==> src/sv/edma_pkg.sv <==
// Package: widths, constants and FSM state type of the echo distance filter.
package edma_pkg;

    localparam int ECHO_W   = 15;
    localparam int DIST_W   = 16;
    localparam int SCALED_W = 20;   // echo * 17 fits here
    localparam int PROD_W   = 2 * SCALED_W;

    // floor(x / 10) == (x * RECIP_MULT) >> RECIP_SHIFT for x < 2**22
    localparam logic [SCALED_W-1:0] RECIP_MULT  = 20'd838861;
    localparam int                  RECIP_SHIFT = 23;

    localparam logic [DIST_W-1:0] THRESH_RESET = 16'd3000;
    localparam logic [DIST_W-1:0] DIST_MAX     = 16'd55703;

    typedef enum logic [2:0] {
        S_IDLE,
        S_SCALE,
        S_UPDATE,
        S_DIVIDE,
        S_DONE
    } state_t;

endpackage

==> src/sv/edma_if.sv <==
// Request and result channel interfaces of the echo distance filter.
interface edma_echo_if;
    logic                            valid;
    logic                            ready;
    logic [edma_pkg::ECHO_W-1:0]     echo_time_us;
    logic                            link_connected;

    modport source (output valid, echo_time_us, link_connected, input ready);
    modport sink   (input valid, echo_time_us, link_connected, output ready);
endinterface

interface edma_report_if;
    logic                            valid;
    logic                            ready;
    logic [edma_pkg::DIST_W-1:0]     raw_distance;
    logic [edma_pkg::DIST_W-1:0]     filtered_distance;
    logic                            notify;

    modport source (output valid, raw_distance, filtered_distance, notify, input ready);
    modport sink   (input valid, raw_distance, filtered_distance, notify, output ready);
endinterface

==> src/sv/edma_ram.sv <==
// Generic single-write, single-read RAM with registered read data.
module edma_ram #(
    parameter int WIDTH = 16,
    parameter int DEPTH = 5
) (
    input  logic                                     clk,
    input  logic                                     we,
    input  logic [((DEPTH > 1) ? $clog2(DEPTH) : 1)-1:0] waddr,
    input  logic [WIDTH-1:0]                         wdata,
    input  logic [((DEPTH > 1) ? $clog2(DEPTH) : 1)-1:0] raddr,
    output logic [WIDTH-1:0]                         rdata
);

    logic [WIDTH-1:0] mem [DEPTH];
    logic [WIDTH-1:0] rdata_reg;

    always_ff @(posedge clk)
    begin
        if (we)
        begin
            mem[waddr] <= wdata;
        end
        rdata_reg <= mem[raddr];
    end

    assign rdata = rdata_reg;

endmodule

==> src/sv/echo_distance_moving_average_top.sv <==
// Top level: echo time to distance, ring-buffer moving average, notify flag.
//
//  channel  | dir | payload                                        | request when
//  ---------+-----+------------------------------------------------+------------------
//  echo     | in  | echo_time_us[14:0], link_connected              | valid & ready
//  report   | out | raw_distance[15:0], filtered_distance[15:0],    | valid & ready
//           |     | notify                                         |
//  wr_en/   | in  | notify_threshold[15:0]                         | wr_en high
//  wr_data  |     |                                                |
//
// One request at a time: a new request is taken only in S_IDLE, once the last one
// has passed S_SCALE, S_UPDATE, the bit-serial divider in S_DIVIDE (one quotient
// bit per cycle over the SUM_W-bit sum) and S_DONE. rst_n clears the FSM, slot
// pointer, fill flag, sum and report valid, and sets the threshold to 3000; the
// sample RAM is not cleared: slots read before the ring has wrapped count as zero.
// A held report does not block the next request; only its completion waits.
module echo_distance_moving_average_top #(
    parameter int WINDOW = 5
) (
    input  logic                        clk,
    input  logic                        rst_n,
    edma_echo_if.sink                   echo,
    edma_report_if.source               report,
    input  logic                        wr_en,
    input  logic [edma_pkg::DIST_W-1:0] wr_data
);

    // Derived widths
    localparam int SLOT_W = (WINDOW > 1) ? $clog2(WINDOW) : 1;
    localparam int CNT_W  = $clog2(WINDOW + 1);
    localparam int SUM_W  = edma_pkg::DIST_W + $clog2(WINDOW);
    localparam int ITER_W = $clog2(SUM_W);

    // ------------------------------------------------------------------
    // Registers
    // ------------------------------------------------------------------
    edma_pkg::state_t state_reg, state_next;

    logic [edma_pkg::DIST_W-1:0]   thresh_reg;
    logic [SLOT_W-1:0]             slot_reg;
    logic                          full_reg;
    logic [SUM_W-1:0]              sum_reg;

    // Per-request working registers (payload, no reset)
    logic [edma_pkg::SCALED_W-1:0] x17_reg;
    logic                          link_reg;
    logic [edma_pkg::DIST_W-1:0]   dist_reg;
    logic [edma_pkg::DIST_W-1:0]   old_reg;
    logic [CNT_W-1:0]              count_reg;
    logic [SUM_W-1:0]              quo_reg;
    logic [CNT_W:0]                rem_reg;
    logic [ITER_W-1:0]             iter_reg;

    // Output register
    logic                          out_valid_reg;
    logic [edma_pkg::DIST_W-1:0]   out_raw_reg;
    logic [edma_pkg::DIST_W-1:0]   out_mean_reg;
    logic                          out_notify_reg;

    // ------------------------------------------------------------------
    // Control decodes
    // ------------------------------------------------------------------
    logic echo_req;
    logic out_free;
    logic div_last;
    logic ram_we;
    logic out_load;

    assign echo_req = echo.valid && echo.ready;
    assign out_free = !out_valid_reg || report.ready;
    assign div_last = (iter_reg == ITER_W'(SUM_W - 1));

    // ------------------------------------------------------------------
    // Sample ring: read old slot at request, write new distance in S_UPDATE
    // ------------------------------------------------------------------
    logic [edma_pkg::DIST_W-1:0] ram_rdata;

    edma_ram #(
        .WIDTH (edma_pkg::DIST_W),
        .DEPTH (WINDOW)
    ) u_ring (
        .clk   (clk),
        .we    (ram_we),
        .waddr (slot_reg),
        .wdata (dist_reg),
        .raddr (slot_reg),
        .rdata (ram_rdata)
    );

    // ------------------------------------------------------------------
    // Datapath combinational terms
    // ------------------------------------------------------------------
    logic [edma_pkg::SCALED_W-1:0] x17_next;
    logic [edma_pkg::PROD_W-1:0]   prod;
    logic                          wrap;
    logic [CNT_W-1:0]              count_next;
    logic [SUM_W-1:0]              sum_next;
    logic [CNT_W:0]                rem_sh;
    logic                          rem_ge;
    logic [edma_pkg::DIST_W-1:0]   mean;

    // echo * 17 as shift-add
    assign x17_next = edma_pkg::SCALED_W'(echo.echo_time_us)
                    + (edma_pkg::SCALED_W'(echo.echo_time_us) << 4);

    // divide by 10 through a reciprocal multiply
    assign prod = edma_pkg::PROD_W'(x17_reg) * edma_pkg::PROD_W'(edma_pkg::RECIP_MULT);

    assign wrap       = (slot_reg == SLOT_W'(WINDOW - 1));
    assign count_next = (wrap || full_reg) ? CNT_W'(WINDOW)
                                           : CNT_W'(slot_reg) + CNT_W'(1);
    assign sum_next   = sum_reg - SUM_W'(old_reg) + SUM_W'(dist_reg);

    // restoring divider step; remainder stays below count before the shift
    assign rem_sh = {rem_reg[CNT_W-1:0], quo_reg[SUM_W-1]};
    assign rem_ge = (rem_sh >= {1'b0, count_reg});
    assign mean   = quo_reg[edma_pkg::DIST_W-1:0];

    // ------------------------------------------------------------------
    // FSM next state
    // ------------------------------------------------------------------
    always_comb
    begin
        state_next = state_reg;
        case (state_reg)
            edma_pkg::S_IDLE:
            begin
                if (echo.valid)
                begin
                    state_next = edma_pkg::S_SCALE;
                end
            end
            edma_pkg::S_SCALE:  state_next = edma_pkg::S_UPDATE;
            edma_pkg::S_UPDATE: state_next = edma_pkg::S_DIVIDE;
            edma_pkg::S_DIVIDE:
            begin
                if (div_last)
                begin
                    state_next = edma_pkg::S_DONE;
                end
            end
            edma_pkg::S_DONE:
            begin
                if (out_free)
                begin
                    state_next = edma_pkg::S_IDLE;
                end
            end
            default: state_next = edma_pkg::S_IDLE;
        endcase
    end

    // ------------------------------------------------------------------
    // FSM outputs
    // ------------------------------------------------------------------
    always_comb
    begin
        echo.ready = 1'b0;
        ram_we     = 1'b0;
        out_load   = 1'b0;
        case (state_reg)
            edma_pkg::S_IDLE:   echo.ready = 1'b1;
            edma_pkg::S_UPDATE: ram_we     = 1'b1;
            edma_pkg::S_DONE:   out_load   = out_free;
            default:
            begin
                echo.ready = 1'b0;
            end
        endcase
    end

    // ------------------------------------------------------------------
    // Control state
    // ------------------------------------------------------------------
    always_ff @(posedge clk or negedge rst_n)
    begin
        if (!rst_n)
        begin
            state_reg     <= edma_pkg::S_IDLE;
            thresh_reg    <= edma_pkg::THRESH_RESET;
            slot_reg      <= '0;
            full_reg      <= 1'b0;
            sum_reg       <= '0;
            out_valid_reg <= 1'b0;
        end
        else
        begin
            state_reg <= state_next;
            if (wr_en)
            begin
                thresh_reg <= wr_data;
            end
            if (ram_we)
            begin
                sum_reg  <= sum_next;
                slot_reg <= wrap ? '0 : slot_reg + SLOT_W'(1);
                if (wrap)
                begin
                    full_reg <= 1'b1;
                end
            end
            if (out_load)
            begin
                out_valid_reg <= 1'b1;
            end
            else if (report.ready)
            begin
                out_valid_reg <= 1'b0;
            end
        end
    end

    // ------------------------------------------------------------------
    // Working registers
    // ------------------------------------------------------------------
    always_ff @(posedge clk)
    begin
        if (echo_req)
        begin
            x17_reg  <= x17_next;
            link_reg <= echo.link_connected;
        end
        if (state_reg == edma_pkg::S_SCALE)
        begin
            dist_reg <= prod[edma_pkg::RECIP_SHIFT +: edma_pkg::DIST_W];
            // before the ring first wraps, the slot was never written: zero
            old_reg  <= full_reg ? ram_rdata : '0;
        end
        if (ram_we)
        begin
            count_reg <= count_next;
            quo_reg   <= sum_next;
            rem_reg   <= '0;
            iter_reg  <= '0;
        end
        if (state_reg == edma_pkg::S_DIVIDE)
        begin
            rem_reg  <= rem_ge ? rem_sh - {1'b0, count_reg} : rem_sh;
            quo_reg  <= {quo_reg[SUM_W-2:0], rem_ge};
            iter_reg <= iter_reg + ITER_W'(1);
        end
        if (out_load)
        begin
            out_raw_reg    <= dist_reg;
            out_mean_reg   <= mean;
            out_notify_reg <= link_reg && (mean < thresh_reg);
        end
    end

    assign report.valid             = out_valid_reg;
    assign report.raw_distance      = out_raw_reg;
    assign report.filtered_distance = out_mean_reg;
    assign report.notify            = out_notify_reg;

endmodule

==> src/flat_wrapper.sv <==
// flat-port wrapper written by rule: the top's interface ports become plain ports
module echo_distance_moving_average_top_flat 
#(
    parameter int WINDOW = 5
)
  (clk, rst_n, wr_en, wr_data, echo_valid, echo_echo_time_us, echo_link_connected, echo_ready, report_valid, report_raw_distance, report_filtered_distance, report_notify, report_ready);
  edma_echo_if echo_i ();
  edma_report_if report_i ();
  input  logic clk;
  input  logic rst_n;
  input  logic wr_en;
  input  logic [edma_pkg::DIST_W-1:0] wr_data;
  input wire logic [$bits(echo_i.valid)-1:0] echo_valid;
  input wire logic [$bits(echo_i.echo_time_us)-1:0] echo_echo_time_us;
  input wire logic [$bits(echo_i.link_connected)-1:0] echo_link_connected;
  output wire logic [$bits(echo_i.ready)-1:0] echo_ready;
  output wire logic [$bits(report_i.valid)-1:0] report_valid;
  output wire logic [$bits(report_i.raw_distance)-1:0] report_raw_distance;
  output wire logic [$bits(report_i.filtered_distance)-1:0] report_filtered_distance;
  output wire logic [$bits(report_i.notify)-1:0] report_notify;
  input wire logic [$bits(report_i.ready)-1:0] report_ready;
  assign echo_i.valid = echo_valid;
  assign echo_i.echo_time_us = echo_echo_time_us;
  assign echo_i.link_connected = echo_link_connected;
  assign echo_ready = echo_i.ready;
  assign report_valid = report_i.valid;
  assign report_raw_distance = report_i.raw_distance;
  assign report_filtered_distance = report_i.filtered_distance;
  assign report_notify = report_i.notify;
  assign report_i.ready = report_ready;
  echo_distance_moving_average_top #(.WINDOW(WINDOW)) u_core (.clk(clk), .rst_n(rst_n), .echo(echo_i), .report(report_i), .wr_en(wr_en), .wr_data(wr_data));
endmodule
==> config.mk <==
export PLATFORM = sky130hd
export DESIGN_NAME = echo_distance_moving_average_top_flat
export DESIGN_NICKNAME = d
export VERILOG_FILES = /design/src/sv/edma_pkg.sv /design/src/sv/edma_if.sv /design/src/sv/edma_ram.sv /design/src/sv/echo_distance_moving_average_top.sv /design/src/flat_wrapper.sv
export SDC_FILE = /design/constraint.sdc
export NUM_CORES = 1
export LEC_CHECK = 0
export BUFFER_PORTS_ARGS = -buffer_cell sky130_fd_sc_hd__clkbuf_2
export CAP_MARGIN = 15
export CORE_MARGIN = 1
export CORE_UTILIZATION = 45
export DETAILED_ROUTE_END_ITERATION = 8
export PLACE_DENSITY = 0.72
export SLEW_MARGIN = 20
export SYNTH_ARGS = -nofsm -noshare
export SYNTH_HDL_FRONTEND = slang
export SYNTH_SLANG_ARGS = --single-unit
==> constraint.sdc <==
create_clock -name clk -period 10.9 [get_ports clk]
set_clock_uncertainty 0.05 [all_clocks]
set_input_delay 1.09 -clock clk [delete_from_list [all_inputs] [get_ports clk]]
set_output_delay 1.09 -clock clk [all_outputs]
set_load 0.05 [all_outputs]
# Word level (Yosys, flattened, before mapping)
# Memory sizes are Yosys's and may differ from the RTL's. A register that Yosys moved wholly into a read port is not among the register bits.
# Cells that the tools add are included.
[totals]
ram_bits = 80
out_inout_bits = 35
rom_bits = 0
ff_bits = 159
n_memories = 1
in_bits = 37
latch_bits = 0
[mem_list]
columns = ["name", "words", "word_bits", "rd", "rd_ports_with_merged_regs", "write_ports", "line", "source"]
rows = [
  ["u_core.u_ring.mem", 5, 16, 1, 1, 1, "edma_ram.sv:14", "logic [WIDTH-1:0] mem [DEPTH];"],
]
[op_classes]
mux = 19
n_addsub = 6
n_reduce_logical = 10
bitwise_logic = 0
shifts = 0
order_cmp = 2
div = 0
mul = 1
eq_ne = 9
[ops]
columns = ["op", "count"]
rows = [
  ["$mul A20 B20 Y39 const B", 1],
  ["$mux W19", 2],
  ["$mux W3", 7],
  ["$add A15 B19 Y20", 1],
  ["$add A19 B16 Y19", 1],
  ["$sub A19 B16 Y19", 1],
  ["$lt A16 B16 Y1", 1],
  ["$pmux W3 S5", 1],
  ["$mux W5", 2],
  ["$mux W1", 7],
  ["$eq A3 B2 Y1 const B", 2],
  ["$eq A3 B3 Y1 const B", 2],
  ["$add A5 B1 Y5 const B", 1],
  ["$eq A5 B5 Y1 const B", 1],
  ["$ge A4 B3 Y1", 1],
  ["$ne A2 B1 Y1 const B", 2],
  ["$reduce_bool A2 Y1", 2],
  ["$add A3 B1 Y3 const B", 1],
  ["$eq A3 B1 Y1 const B", 1],
  ["$logic_not A3 Y1", 1],
  ["$reduce_and A3 Y1", 1],
  ["$sub A3 B3 Y3", 1],
  ["$logic_and A1 B1 Y1", 2],
  ["$logic_or A1 B1 Y1", 2],
  ["other kinds (3)", 3],
]

# Depth between registers and ports, before layout
[logic_depth]
depth_word = 4
mapped_depth = 22

# Hierarchy
# A second synthesis with hierarchy kept.
[hier_totals]
hier_cells = 1695
hier_area_um2 = 19003.2
[by_module_without_submodules]
columns = ["module", "area_per_inst_um2", "cells_per_inst", "seq_area_each_um2", "instances"]
rows = [
  ["echo_distance_moving_average_top", 15507.4, 1499, 4568.1, 1],
  ["edma_ram", 3495.9, 196, 2722.6, 1],
]

# Worst setup path after synthesis
# OpenSTA, ideal clock, no wires.
[synth_path]
kind = "register to register"
start = "reg u_core.x17_reg[4] in the netlist's numbering"
end = "reg u_core.dist_reg[12] in the netlist's numbering (data pin)"
arrival_ns = 5.577
required_time_ns = 10.592
n_path_buf = 0
setup_slack_ns = 5.015
stages_incl_launch_ff = 20
synth_period_minus_slack_ns = 5.885
path_cell_list = "edfxtp_1 -> ha_1 -> ha_1 -> inv_1 -> fa_1 -> inv_1 -> fa_1 -> fa_1 -> fa_1 -> inv_1 -> fa_1 -> inv_1 -> ha_1 -> o21a_1 -> o21bai_1 -> a2111o_1 -> a211o_1 -> o21ai_0 -> a21oi_1 -> xnor2_1"
[synth_via]
elab_chain_len = 1
[synth_rtl]
columns = ["item", "line", "source"]
rows = [
  ["start, declared", "echo_distance_moving_average_top.sv:45", "logic [edma_pkg::SCALED_W-1:0] x17_reg;"],
  ["start signal, assigned", "echo_distance_moving_average_top.sv:220", "x17_reg <= x17_next;"],
  ["$mul A20 B20 Y39", "echo_distance_moving_average_top.sv:107", "assign prod = edma_pkg::PROD_W'(x17_reg) * edma_pkg::PROD_W'(edma_pkg::RECIP_MULT);"],
  ["net u_core.prod (one bit)", "echo_distance_moving_average_top.sv:94", "logic [edma_pkg::PROD_W-1:0] prod;"],
  ["end signal, assigned", "echo_distance_moving_average_top.sv:225", "dist_reg <= prod[edma_pkg::RECIP_SHIFT +: edma_pkg::DIST_W];"],
  ["end, declared", "echo_distance_moving_average_top.sv:47", "logic [edma_pkg::DIST_W-1:0] dist_reg;"],
]
# The timed path passes the listed nets, and every way through them passes these cells.
# A chain may end at the register's enable or synchronous reset.

# Worst setup path after layout
[layout_path]
start = "reg u_core.x17_reg[2] in the netlist's numbering"
end = "reg u_core.dist_reg[15] in the netlist's numbering (data pin)"
# Same word-level chain as after synthesis.

==> results.sh <==
export IMPL_run_status="finished, final reports clean"
export IMPL_grt_pass1_wl_um=66200
export IMPL_antenna_cells=0
export IMPL_cts_root_buf="clkbuf_16"
export IMPL_antenna_found_initial=0
export IMPL_power_static_leakage_nw=9.44
export IMPL_hpwl_um=33100
export IMPL_final_setup_tns_ns=0
export IMPL_max_freq_ghz=0.155
export IMPL_fp_dieH_um=206
export IMPL_worstHoldStart="u_core.u_ring.mem[2][0]"
export IMPL_hold_violations=0
export IMPL_crit_required_ns=11.25
export IMPL_syn_avg_cell_area_um2=11.4
export IMPL_fin_util_pct=50.3
export IMPL_dieArea_mm2=0.0422
export IMPL_post_cts_buffers=0
export IMPL_clk_path_buf_depth=3
export IMPL_wl_per_cell_um=18.5
export IMPL_power_total_mw=4.73
export IMPL_drt_total_wl_um=41900
export IMPL_clock_sinks=255
export IMPL_synth_warnings=0
export IMPL_ant_nets=0
export IMPL_fin_ws_ns=4.46
export IMPL_ys_ff_latch=255
export IMPL_first_global_vias=12497
export IMPL_worst_slew_pin_slew_ns=1.03
export IMPL_p_seq_share_pct=32.0
export IMPL_cp_depth=17
export IMPL_gp_congestion=0.959
export IMPL_placed_area_mm2=0.0196
export IMPL_hp_class="flip-flop to flip-flop"
export IMPL_num_io_pins=72
export IMPL_layout_drive_gt1_share_pct=9.30
export IMPL_path_buf_inv=0
export IMPL_p_clk_share_pct=19.6
export IMPL_layout_min_cycle_time_ns=6.44
export IMPL_synthCells=1634
export IMPL_max_cap_viol_count=0
export IMPL_grt_use_total_pct=20.2
export IMPL_synth_yosys_seq_area_share_pct=39.1
export IMPL_crit_family="adder cells"
export IMPL_fin_crit_sh_pct=59.1
export IMPL_clkTransAtPathRegs_ns=0.07
export IMPL_ys_types=64
export IMPL_tritoncts="yes"
export IMPL_ir_worst_vdd_v=0.000136
export IMPL_r2r_start="u_core.x17_reg[2]"
export IMPL_grt_overflow_total=0
export IMPL_hold_slack_ns=0.417
export IMPL_reg2regPathDepth=17
export IMPL_placementRows=74
export IMPL_drt_iter0_drc=717
export IMPL_critPathMaxStageDelay_ns=0.52
export IMPL_hold_depth=2
export IMPL_die_w_um=206
export IMPL_area_growth_pct=10.1
export IMPL_worstSetupPathType="flip-flop to flip-flop"
export IMPL_cp_end_kind="flip-flop"
export IMPL_clk_latency_ns=0.57
export IMPL_p_sw_mw=1.92
export IMPL_first_pass_iters=5
export IMPL_rsz0062_at_grt="no"
export IMPL_ys_top_cells_by_area="edfxtp_1 32%, ha_1 17%, fa_1 16%, inv_1 6.0%, dfrtp_1 4.8%"
export IMPL_cts_buffers=27
export IMPL_ctsResizeCount=0
export IMPL_max_slew_margin_pct=31.4
export IMPL_dp_cells=2214
export IMPL_port_buffers=71
export IMPL_drt_vias_per_instance=5.32
export IMPL_combPwrFrac_pct=48.5
export IMPL_core_mm2=0.0408
export IMPL_synth_top_area_share_pct=31.6
export IMPL_grt_max_degree=44
export IMPL_postLayoutCellArea_mm2=0.0205
export IMPL_crit_start="u_core.x17_reg[2]"
export IMPL_p_per_area_mw_per_mm2=231
export IMPL_netlist_area_mm2=0.0186
export IMPL_cts_htree_levels=1
export IMPL_synth_ff_type="edfxtp_1"
export IMPL_synth_edf_count=196
export IMPL_internal_power_mw=2.81
export IMPL_slew_violations=0
export IMPL_critPathLaunchType="flip-flop"
export IMPL_critPathMaxFanout=10
export IMPL_setup_violations=0
export IMPL_largest_reg_flops=80
export IMPL_cp_slowest_cell="edfxtp_1"
export IMPL_hold_buffers=0
export IMPL_p_sw_share_pct=40.6
export IMPL_worstPathCellList="ha_1, xor2_1, ha_1, or2_2, fa_1, fa_1, fa_1, fa_1, ha_1, ha_1, a211oi_1, o211a_1, o21ai_0, a2111oi_4, o211ai_2, a2111o_1, o211ai_2"
export IMPL_drc=0
export IMPL_start_util_pct=45.6
export IMPL_nets=2144
export IMPL_place_ws_ns=4.56
export IMPL_synthArstFlopShare_pct=16.9
export IMPL_yosysTopAreaCell="edfxtp_1"
export IMPL_arrival_ns=6.80
export IMPL_mappedNetlistNets=2067
export IMPL_num_vias=12046
export IMPL_final_cells=2264
==> routing by layer <==
metal	part of all wire (%)	up-vias	GRT usage (%)
met1	42	5922	25.1
li1	-	5761	-
met3	4.6	75	3.10
met4	2.8	0	6.11
met2	51	288	35.9
met5	0	-	0
==> synth_stat cells (3+ instances only) <==
library cell,number
o21bai_1,9
dfstp_2,7
nor2b_1,4
and2_1,30
clkbuf_1,28
o31ai_1,8
a2111o_1,4
xnor2_1,27
nand3_1,24
or2_2,7
a21o_1,33
a211o_1,6
mux4_2,5
inv_1,298
or4_1,3
a31oi_1,8
nor2_1,69
nand2_1,88
fa_1,147
a211oi_1,13
and3_1,7
xor2_1,31
a22oi_1,11
mux2i_1,12
nor3b_1,3
dfxtp_1,16
ha_1,249
o21ai_0,75
edfxtp_1,196
o211ai_1,7
mux2_2,7
nand2b_1,11
nor4_1,6
o2111ai_1,4
o21a_1,13
nand4_1,12
a21oi_1,65
nor3_1,20
a2111oi_0,4
dfrtp_1,36
==> cells in the final DEF (no fill, tap or decap), types with 13 or more instances in the layout <==
master / n
xor2_1: 31
nor2_1: 66
dfrtp_1: 35
ha_1: 249
nand3_1: 24
dfxtp_1: 16
inv_1: 298
o21a_1: 13
clkbuf_16: 28
a21o_1: 33
fa_1: 147
a21oi_1: 65
nand2_1: 88
xnor2_1: 27
nor3_1: 18
clkbuf_2: 71
edfxtp_1: 196
o21ai_0: 75
a211oi_1: 13
and2_1: 30
==> kinds of logic after synthesis <==
logic type,Yosys count,synth area share (%)
adders and majority gates,396,32.5
DFF,255,39.1
AOI/OAI and AO/OA,281,9.85
muxes,24,1.67
and+or+nand+nor,292,7.51
buffers and inverters,328,6.61
xor gates and xnor gates,58,2.73
==> tightest hold or removal path, cell delays in order, from the launching register on <==
cell and delay (ns):
edfxtp_1 0.32, a22oi_1 0.06, o21ai_0 0.06
==> path summary, 6_finish.rpt <==
check | to | slack, ns
min reg2reg | u_core.u_ring.rdata[0] | 0.42
max | u_core.dist_reg[15] | 4.46
min in group asynchronous | u_core.sum_reg[0] | 0.56
min | u_core.u_ring.rdata[0] | 0.42
max in group asynchronous | u_core.thresh_reg[12] | 9.80
max reg2reg | u_core.dist_reg[15] | 4.46
==> layout make-up <==
class	count	area (um2)
Clock buffer	42	803
Clock inverter	8	95.1
Fill cell	3535	20300
Inverter	298	1120
Multi-Input combinational cell	1051	10100
Sequential cell	255	7290
Tap cell	532	666
Timing Repair Buffer	78	408
==> power by group through the flow <==
| stage | clock (mW) | combinational, mW | sequential (mW) |
|---|---|---|---|
| after CTS | 0.941 | 2.30 | 1.52 |
| final | 0.926 | 2.29 | 1.51 |
| after floorplan | 0 | 1.74 | 1.45 |
| after global routing | 0.976 | 2.58 | 1.54 |
| after detailed placement | 0 | 2.28 | 1.53 |
| after global placement | 0 | 2.23 | 1.53 |
Note: power is estimated with default switching activity, not from simulation.
